[src/spp_pkg.sv]
// ----------------------------------------------------------------------------
// spp_pkg
// Shared types and constants of the stride prefetch predictor.
// ----------------------------------------------------------------------------
package spp_pkg;

    localparam int ADDR_W      = 64;
    localparam int MODE_W      = 2;
    localparam int M_TDATA_W   = 72;
    localparam int SPAN        = 10;
    localparam int SPAN_CNT_W  = $clog2(SPAN + 2);

    localparam logic [ADDR_W-1:0] RESET_STRIDE = 64'd64;

    localparam logic [MODE_W-1:0] MODE_ADAPTIVE = 2'd0;
    localparam logic [MODE_W-1:0] MODE_LINEAR   = 2'd1;
    localparam logic [MODE_W-1:0] MODE_STRIDED  = 2'd2;
    localparam logic [MODE_W-1:0] MODE_RANDOM   = 2'd3;

    localparam logic REG_INITIAL_MODE   = 1'b0;
    localparam logic REG_INITIAL_STRIDE = 1'b1;

    localparam logic ACTION_RECORD  = 1'b0;
    localparam logic ACTION_PREDICT = 1'b1;

    // Commands from the controller to the datapath.
    typedef struct packed {
        logic capture;
        logic wr_hist;
        logic ana_start;
        logic ana_step;
        logic ana_apply;
        logic rd_second;
        logic take_a1;
        logic pred_calc;
        logic load_out;
    } cmd_t;

    // Status from the datapath to the controller.
    typedef struct packed {
        logic adaptive;
        logic pred_possible;
        logic ana_go;
        logic ana_last;
        logic out_free;
    } status_t;

endpackage

[src/stride_prefetch_predictor.sv]
// ----------------------------------------------------------------------------
// stride_prefetch_predictor
// Adaptive stride predictor that records accesses and predicts the next one.
// ----------------------------------------------------------------------------
// The block handles one item at a time. A predict item that can be served
// steps through PRD0, PRD1 and PCALC to its result; a record item that stores
// nothing goes straight to it. An adaptive-mode record writes the history, and
// on the pattern check the nine strides between slots 0 to 9 are read one per
// cycle through the single read port of the history memory and compared in one
// subtract-compare unit. The result sits in an output register, so the next
// item is taken while the previous result waits. Configuration writes take
// effect at once and must be made while no item is in flight.
module stride_prefetch_predictor
    import spp_pkg::*;
#(
    parameter int HISTORY_DEPTH = 16
)
(
    input  logic                  clk,
    input  logic                  rst_n,
    input  logic                  s_tvalid,
    output logic                  s_tready,
    input  logic                  s_tuser,   // [0] action
    input  logic [ADDR_W-1:0]     s_tdata,   // [63:0] address
    output logic                  m_tvalid,
    input  logic                  m_tready,
    output logic                  m_tuser,   // [0] prediction_valid
    output logic [M_TDATA_W-1:0]  m_tdata,   // [63:0] predicted_address,
                                             // [65:64] current_mode, rest zero
    input  logic                  cfg_we,
    input  logic                  cfg_index,
    input  logic [ADDR_W-1:0]     cfg_data
);

    cmd_t    cmd;
    status_t status;

    spp_ctrl u_ctrl
    (
        .clk      (clk),
        .rst_n    (rst_n),
        .s_tvalid (s_tvalid),
        .s_tready (s_tready),
        .action   (s_tuser),
        .status   (status),
        .cmd      (cmd)
    );

    spp_datapath #(
        .HISTORY_DEPTH (HISTORY_DEPTH)
    ) u_datapath
    (
        .clk        (clk),
        .rst_n      (rst_n),
        .cmd        (cmd),
        .status     (status),
        .in_address (s_tdata),
        .cfg_we     (cfg_we),
        .cfg_index  (cfg_index),
        .cfg_data   (cfg_data),
        .m_tvalid   (m_tvalid),
        .m_tready   (m_tready),
        .m_tuser    (m_tuser),
        .m_tdata    (m_tdata)
    );

endmodule

[src/spp_datapath.sv]
// ----------------------------------------------------------------------------
// spp_datapath
// History memory, mode and stride registers, stride check unit and result
// register of the stride prefetch predictor.
// ----------------------------------------------------------------------------
module spp_datapath
    import spp_pkg::*;
#(
    parameter int HISTORY_DEPTH = 16
)
(
    input  logic                  clk,
    input  logic                  rst_n,
    input  cmd_t                  cmd,
    output status_t               status,
    input  logic [ADDR_W-1:0]     in_address,
    input  logic                  cfg_we,
    input  logic                  cfg_index,
    input  logic [ADDR_W-1:0]     cfg_data,
    output logic                  m_tvalid,
    input  logic                  m_tready,
    output logic                  m_tuser,
    output logic [M_TDATA_W-1:0]  m_tdata
);

    localparam int AW = $clog2(HISTORY_DEPTH);
    localparam int FW = $clog2(HISTORY_DEPTH + 1);

    logic [ADDR_W-1:0]     mem [HISTORY_DEPTH];
    logic [ADDR_W-1:0]     addr_reg;
    logic [FW-1:0]         fill_reg;
    logic [AW-1:0]         wrap_reg;
    logic [MODE_W-1:0]     mode_reg;
    logic [ADDR_W-1:0]     stride_reg;
    logic [MODE_W-1:0]     init_mode_reg;
    logic [ADDR_W-1:0]     init_stride_reg;
    logic [SPAN_CNT_W-1:0] cnt_reg;
    logic                  lin_reg;
    logic                  str_reg;
    logic [ADDR_W-1:0]     first_reg;
    logic [ADDR_W-1:0]     prev_reg;
    logic [ADDR_W-1:0]     rd_data_reg;
    logic [ADDR_W-1:0]     a1_reg;
    logic [ADDR_W-1:0]     addend_reg;
    logic                  pred_ok_reg;
    logic                  out_valid_reg;
    logic                  out_pred_reg;
    logic [ADDR_W-1:0]     out_addr_reg;
    logic [MODE_W-1:0]     out_mode_reg;

    logic                  full;
    logic [AW-1:0]         wrap_inc;
    logic [AW-1:0]         wrap_after;
    logic [FW-1:0]         fill_after;
    logic [AW-1:0]         wr_slot;
    logic [AW-1:0]         base;
    logic [AW-1:0]         newest;
    logic [AW-1:0]         second;
    logic [AW-1:0]         rd_addr;
    logic [ADDR_W-1:0]     diff;

    assign full       = (fill_reg == FW'(HISTORY_DEPTH));
    assign wrap_inc   = (wrap_reg == AW'(HISTORY_DEPTH - 1)) ? '0 : wrap_reg + 1'b1;
    assign wrap_after = full ? wrap_inc : wrap_reg;
    assign fill_after = full ? fill_reg : fill_reg + 1'b1;
    assign wr_slot    = full ? wrap_reg : fill_reg[AW-1:0];

    // Slot of the newest entry and the one written before it.
    assign base   = full ? wrap_reg : fill_reg[AW-1:0];
    assign newest = (base == '0) ? AW'(HISTORY_DEPTH - 1) : base - 1'b1;
    assign second = (newest == '0) ? AW'(HISTORY_DEPTH - 1) : newest - 1'b1;

    always_comb
    begin
        if (cmd.ana_step)
        begin
            rd_addr = (cnt_reg < SPAN_CNT_W'(SPAN)) ? AW'(cnt_reg) : '0;
        end
        else if (cmd.rd_second)
        begin
            rd_addr = second;
        end
        else
        begin
            rd_addr = newest;
        end
    end

    assign diff = rd_data_reg - prev_reg;

    assign status.adaptive      = (mode_reg == MODE_ADAPTIVE);
    assign status.pred_possible = (fill_reg >= FW'(2)) &&
                                  ((mode_reg == MODE_LINEAR) ||
                                   ((mode_reg == MODE_STRIDED) && (fill_reg >= FW'(3))));
    assign status.ana_go        = (wrap_after == '0) && (fill_after >= FW'(SPAN));
    assign status.ana_last      = (cnt_reg == SPAN_CNT_W'(SPAN));
    assign status.out_free      = !out_valid_reg || m_tready;

    // History memory: one write port, one registered read port.
    always_ff @(posedge clk)
    begin
        if (cmd.wr_hist)
        begin
            mem[wr_slot] <= addr_reg;
        end
        rd_data_reg <= mem[rd_addr];
    end

    // Payload registers.
    always_ff @(posedge clk)
    begin
        if (cmd.capture)
        begin
            addr_reg <= in_address;
        end
        if (cmd.ana_step && (cnt_reg != '0))
        begin
            prev_reg <= rd_data_reg;
            if (cnt_reg == SPAN_CNT_W'(2))
            begin
                first_reg <= diff;
            end
        end
        if (cmd.take_a1)
        begin
            a1_reg <= rd_data_reg;
        end
        if (cmd.pred_calc)
        begin
            addend_reg <= (mode_reg == MODE_LINEAR) ? stride_reg : a1_reg - rd_data_reg;
        end
        if (cmd.load_out)
        begin
            out_pred_reg <= pred_ok_reg;
            out_addr_reg <= pred_ok_reg ? a1_reg + addend_reg : '0;
            out_mode_reg <= mode_reg;
        end
    end

    always_ff @(posedge clk or negedge rst_n)
    begin
        if (!rst_n)
        begin
            fill_reg        <= '0;
            wrap_reg        <= '0;
            mode_reg        <= MODE_ADAPTIVE;
            stride_reg      <= RESET_STRIDE;
            init_mode_reg   <= MODE_ADAPTIVE;
            init_stride_reg <= RESET_STRIDE;
            cnt_reg         <= '0;
            lin_reg         <= 1'b0;
            str_reg         <= 1'b0;
            pred_ok_reg     <= 1'b0;
            out_valid_reg   <= 1'b0;
        end
        else
        begin
            if (cmd.wr_hist)
            begin
                fill_reg <= fill_after;
                wrap_reg <= wrap_after;
            end

            if (cmd.ana_start)
            begin
                cnt_reg <= '0;
                lin_reg <= 1'b1;
                str_reg <= 1'b1;
            end
            else if (cmd.ana_step)
            begin
                cnt_reg <= cnt_reg + 1'b1;
                if (cnt_reg >= SPAN_CNT_W'(2))
                begin
                    lin_reg <= lin_reg && (diff == stride_reg);
                end
                if (cnt_reg > SPAN_CNT_W'(2))
                begin
                    str_reg <= str_reg && (diff == first_reg);
                end
            end

            // Either register write reloads both working values.
            if (cfg_we)
            begin
                case (cfg_index)
                    REG_INITIAL_MODE:
                    begin
                        init_mode_reg <= cfg_data[MODE_W-1:0];
                        mode_reg      <= cfg_data[MODE_W-1:0];
                        stride_reg    <= init_stride_reg;
                    end
                    REG_INITIAL_STRIDE:
                    begin
                        init_stride_reg <= cfg_data;
                        mode_reg        <= init_mode_reg;
                        stride_reg      <= cfg_data;
                    end
                    default:
                    begin
                        mode_reg <= mode_reg;
                    end
                endcase
            end
            else if (cmd.ana_apply)
            begin
                if (lin_reg)
                begin
                    mode_reg <= MODE_LINEAR;
                end
                else if (str_reg)
                begin
                    mode_reg   <= MODE_STRIDED;
                    stride_reg <= first_reg;
                end
                else
                begin
                    mode_reg <= MODE_RANDOM;
                end
            end

            if (cmd.capture)
            begin
                pred_ok_reg <= 1'b0;
            end
            else if (cmd.pred_calc)
            begin
                pred_ok_reg <= 1'b1;
            end

            if (cmd.load_out)
            begin
                out_valid_reg <= 1'b1;
            end
            else if (m_tready)
            begin
                out_valid_reg <= 1'b0;
            end
        end
    end

    assign m_tvalid = out_valid_reg;
    assign m_tuser  = out_pred_reg;
    assign m_tdata  = {{(M_TDATA_W - ADDR_W - MODE_W){1'b0}}, out_mode_reg, out_addr_reg};

endmodule

[src/spp_ctrl.sv]
// ----------------------------------------------------------------------------
// spp_ctrl
// Sequencer of the stride prefetch predictor: accepts one item, steps the
// datapath through write, stride check or prediction, and hands off the result.
// ----------------------------------------------------------------------------
module spp_ctrl
    import spp_pkg::*;
(
    input  logic    clk,
    input  logic    rst_n,
    input  logic    s_tvalid,
    output logic    s_tready,
    input  logic    action,
    input  status_t status,
    output cmd_t    cmd
);

    localparam logic [2:0] ST_IDLE  = 3'd0;
    localparam logic [2:0] ST_WRITE = 3'd1;
    localparam logic [2:0] ST_ANA   = 3'd2;
    localparam logic [2:0] ST_AFIN  = 3'd3;
    localparam logic [2:0] ST_PRD0  = 3'd4;
    localparam logic [2:0] ST_PRD1  = 3'd5;
    localparam logic [2:0] ST_PCALC = 3'd6;
    localparam logic [2:0] ST_DONE  = 3'd7;

    logic [2:0] state_reg;
    logic [2:0] state_next;

    assign s_tready = (state_reg == ST_IDLE);

    always_comb
    begin
        cmd        = '0;
        state_next = state_reg;
        case (state_reg)
            ST_IDLE:
            begin
                if (s_tvalid)
                begin
                    cmd.capture = 1'b1;
                    if (action == ACTION_RECORD)
                    begin
                        state_next = status.adaptive ? ST_WRITE : ST_DONE;
                    end
                    else
                    begin
                        state_next = status.pred_possible ? ST_PRD0 : ST_DONE;
                    end
                end
            end
            ST_WRITE:
            begin
                cmd.wr_hist   = 1'b1;
                cmd.ana_start = 1'b1;
                state_next    = status.ana_go ? ST_ANA : ST_DONE;
            end
            ST_ANA:
            begin
                cmd.ana_step = 1'b1;
                if (status.ana_last)
                begin
                    state_next = ST_AFIN;
                end
            end
            ST_AFIN:
            begin
                cmd.ana_apply = 1'b1;
                state_next    = ST_DONE;
            end
            ST_PRD0:
            begin
                state_next = ST_PRD1;
            end
            ST_PRD1:
            begin
                cmd.rd_second = 1'b1;
                cmd.take_a1   = 1'b1;
                state_next    = ST_PCALC;
            end
            ST_PCALC:
            begin
                cmd.pred_calc = 1'b1;
                state_next    = ST_DONE;
            end
            ST_DONE:
            begin
                if (status.out_free)
                begin
                    cmd.load_out = 1'b1;
                    state_next   = ST_IDLE;
                end
            end
            default:
            begin
                state_next = ST_IDLE;
            end
        endcase
    end

    always_ff @(posedge clk or negedge rst_n)
    begin
        if (!rst_n)
        begin
            state_reg <= ST_IDLE;
        end
        else
        begin
            state_reg <= state_next;
        end
    end

endmodule

[config.mk]
export PLATFORM = sky130hd
export DESIGN_NAME = stride_prefetch_predictor
export DESIGN_NICKNAME = d
export VERILOG_FILES = /design/src/spp_pkg.sv /design/src/stride_prefetch_predictor.sv /design/src/spp_datapath.sv /design/src/spp_ctrl.sv
export SDC_FILE = /design/constraint.sdc
export NUM_CORES = 2
export LEC_CHECK = 0
export BUFFER_PORTS_ARGS = -buffer_cell sky130_fd_sc_hd__buf_2
export CORE_UTILIZATION = 60
export CTS_CLUSTER_DIAMETER = 50
export DETAILED_ROUTE_END_ITERATION = 12
export GPL_TIMING_DRIVEN = 0
export PLACE_DENSITY = 0.87
export SLEW_MARGIN = 20
export SYNTH_ARGS = -nofsm -noshare
export SYNTH_HDL_FRONTEND = slang
export SYNTH_HIERARCHICAL = 1
export SYNTH_SLANG_ARGS = --single-unit
[constraint.sdc]
create_clock -name clk -period 16.1 [get_ports clk]
set_input_delay 4.025 -clock clk [delete_from_list [all_inputs] [get_ports clk]]
set_output_delay 4.025 -clock clk [all_outputs]
set_load 0.01 [all_outputs]
==> metrics.txt <==
DRT iter0 DRCs 7481; Post-synth EDFFs 1411; Netlist cell types 108; Syn Inst Count 5338; Initial Util 60.77%; Yosys top cell area share 56.17%; Final min period 7.507 ns; Internal Power 11540 uW; area grow syn2layout 13.49%; Synth Register Bits 1627; ys flop type edfxtp_1; nets 6116; final worst slack 8.593 ns; Clock power frac 19.0%; Via Count 51520; origin of the critical flop-to-flop path u_datapath/fill_reg[2]$_DFFE_PN0P_; Post-Synth Simple-Gate Area 7.413%; Synth area leader edfxtp_1; CTS Sinks 1627; Die ar. 127100 um2; CP dominant cell by count clkbuf_1; Slew HR 16.57%; Synth Area in Compound Gates 9.425%; Die Y-Extent 356.6 um; hold path start u_datapath/pred_ok_reg$_DFFE_PN0P_; H-Tree Depth 4; Max Slew Vio Count 0; worst-case clock buffer depth 3; Crit-path slowest cell clkbuf_1; HPWL after DPL 166.4 mm; port buffer count 201; pin count of the biggest net entering global routing 87; Setup violations, final 0; post-CTS setup buffer count 0; crit path DAT 8.07 ns; max FFs per register 1024; Reg-to-Reg End u_datapath/rd_data_reg[0]$_DFF_P_; most common cell in the netlist edfxtp_1; Mapped Area 75430 um2; Seq pwr share 28.7%; Max Cap Violations 0; Async SR Flop Fraction 9.342%; Post-Layout Cell Count 7556; met2 track demand over resource 61.50%; mux contribution to synthesized area 10.55%; P_sw 9053 uW; Synth Area in XOR/XNOR 3.614%; CP Cell Sequence clkbuf_1 -> nor2_1 -> and3_1 -> buf_2 -> mux2i_1 -> ha_1 -> a21oi_1 -> xnor2_1 -> o21ai_1 -> clkbuf_1 -> clkbuf_1 -> buf_2 -> mux4_2 -> mux2i_1 -> a21oi_1; core area 124100 um2; reg2reg setup slack 8.59 ns; CTS Buf Count 169; Most flops, register u_datapath/mem; fmax 0.1332 GHz; sequential area share after synthesis 62.92%; Min Hold Slack 0.4574 ns; RePlAce Congestion 1.022; post-CTS resize count 0; Final Hold Viols 0; Hold Path Stages 0; ANT nets after route 0; synth top area cells edfxtp_1, mux4_2, dfrtp_1; PwrDens 240.6 nW/um2; GRT Residual Overflow 0; status complete, no violations; largest family of logic cells by synthesized area multiplexers; HP Class flop to flop; CP required 16.66 ns; met1 usage 50.22%; Synth Area per Inst 14.13 um2; synth cell count leaders edfxtp_1, nand2_1, a21oi_1; routed wire length per instance 32.39 um; Hold Crit Endpoint u_datapath/m_tuser$_DFFE_PP_; Critical Path Fanout Max 11; initial antenna violation count 14; RSZ-0062 raised after global routing no; layout cells sized above 1 17.09%; Max rail drop VDD 0.0001586 V; Bufs and invs on worst path 5; R2R depth 15; Sw Ratio 43.95%; CTS tree yes; Die X 356.6 um; vias per cell 6.819; M3 GR Usage 8.322%; Leakage 0.03079 uW; # DRC 0; Crit. End Element flop; clk_lat worst skew 0.83 ns; overall routing resource usage 38.70%; final WL 244.7 mm; skew final 0.04738 ns; startpoint types flop; router iterations before antenna repair 8; part of the power in combinational logic 52.3%; GR peak layer met2; Rows 129; placed instance count 7241; Final Cycle Share 46.63%; # IOs 210; Synth Warn # 6; Worst path max stage delay 0.97 ns; number of global-route vias before repair 51030; Crit Path Class flop to flop; Least-Margin Pin Slew 1.251 ns; post-synthesis adder-cell area fraction 3.447%; first-pass GRT wire length 351.3 mm; filler cell count in the final layout 7866; CTS root buf clkbuf_16; hold buffer count at cts 0; clock transition at the registers of the reported paths 0.07 ns; setup TNS 0 ns; DP Worst Slack 9.329 ns; CP top delay family buffers and inverters
[final cells by class]
| cell class | instances | area [um2] | area share, % |
|---|---|---|---|
| diodes | 3 | 7.507 | 0.008769 |
| inverters | 203 | 762.0 | 0.8901 |
| clock buffers | 227 | 4693 | 5.482 |
| well taps | 1637 | 2048 | 2.393 |
| clock inverters | 85 | 793.3 | 0.9266 |
| flip-flops and latches | 1627 | 47460 | 55.44 |
| plain buffers | 264 | 1229 | 1.435 |
| repair buffers | 261 | 2460 | 2.873 |
| multi-input cells | 3249 | 26160 | 30.56 |
[layer usage]
| metal | vias up | part of all wire, % |
|---|---|---|
| met5 | - | 0.021 |
| met3 | 794 | 11 |
| met4 | 8 | 6.2 |
| met2 | 3878 | 47 |
| li1 | 21370 | - |
| met1 | 25480 | 36 |
[power by group through the flow]
stage	combinational [uW]	clock [uW]	sequential, uW
2_1_floorplan	6910	0	5740
3_3_place_gp	9800	0	5960
3_5_place_dp	10200	0	5950
4_1_cts	10500	3930	5880
5_1_grt	11300	4090	5930
6_report	10800	3910	5920
[logic make-up after synthesis]
family | after synthesis
xor+xnor | 297
simple gates | 1143
buf+inv | 467
flops | 1627
fa+ha+maj | 206
other cells | 1
compound gates | 1131
mux | 466
[cells in the final DEF (no fill, tap or decap), types with 24 or more instances in the layout]
master / netlist / routed
ha_1: 203 / 203
and2_1: 25 / 24
a21o_1: 96 / 96
o31ai_1: 30 / 30
nor4_1: 31 / 31
a21oi_1: 351 / 351
nand4_1: 78 / 78
dfxtp_1: 64 / 64
a211oi_1: 82 / 82
mux2i_1: 140 / 140
nor3_1: 53 / 53
nand2_1: 359 / 359
xor2_1: 121 / 121
nand2b_1: 33 / 33
buf_12: 0 / 26
clkbuf_16: 0 / 174
xnor2_1: 167 / 167
nand3_1: 56 / 56
clkbuf_1: 166 / 203
o21bai_1: 29 / 29
mux2_2: 70 / 70
mux4_2: 256 / 256
nor2b_1: 93 / 93
and3_1: 33 / 33
dfrtp_1: 150 / 150
nor2_1: 276 / 260
buf_2: 62 / 262
inv_1: 203 / 203
o21ai_0: 291 / 288
o21a_1: 30 / 30
edfxtp_1: 1411 / 1411
buf_16: 0 / 33
[worst max path at each step]
stage | start | endpoint | slack (ns) | depth (start not counted)
2_1_floorplan | u_ctrl/state_reg[0]$_DFFE_PN0P_ | u_datapath/first_reg[0]$_DFFE_PP_ | 7.63 | 7
3_3_place_gp | u_ctrl/state_reg[0]$_DFFE_PN0P_ | u_datapath/first_reg[5]$_DFFE_PP_ | 4.32 | 7
3_5_place_dp | cfg_we | u_datapath/mode_reg[0]$_DFFE_PN0P_ | 9.33 | 7
4_1_cts | u_datapath/fill_reg[2]$_DFFE_PN0P_ | u_datapath/rd_data_reg[0]$_DFF_P_ | 9.25 | 15
5_1_grt | u_datapath/fill_reg[2]$_DFFE_PN0P_ | u_datapath/rd_data_reg[0]$_DFF_P_ | 8.75 | 15
6_report | u_datapath/fill_reg[2]$_DFFE_PN0P_ | u_datapath/rd_data_reg[0]$_DFF_P_ | 8.59 | 15
[metrics by stage]
stage	utilization (%)	total power, uW	area [um2]
after global placement	63.25	15760	78500
after global routing	68.97	21310	85600
after detailed placement	64.54	16160	80110
after floorplan	-	12660	75450
final	68.97	20600	85610
after CTS	68.97	20330	85600
Note: power is estimated with default switching activity, not from simulation.
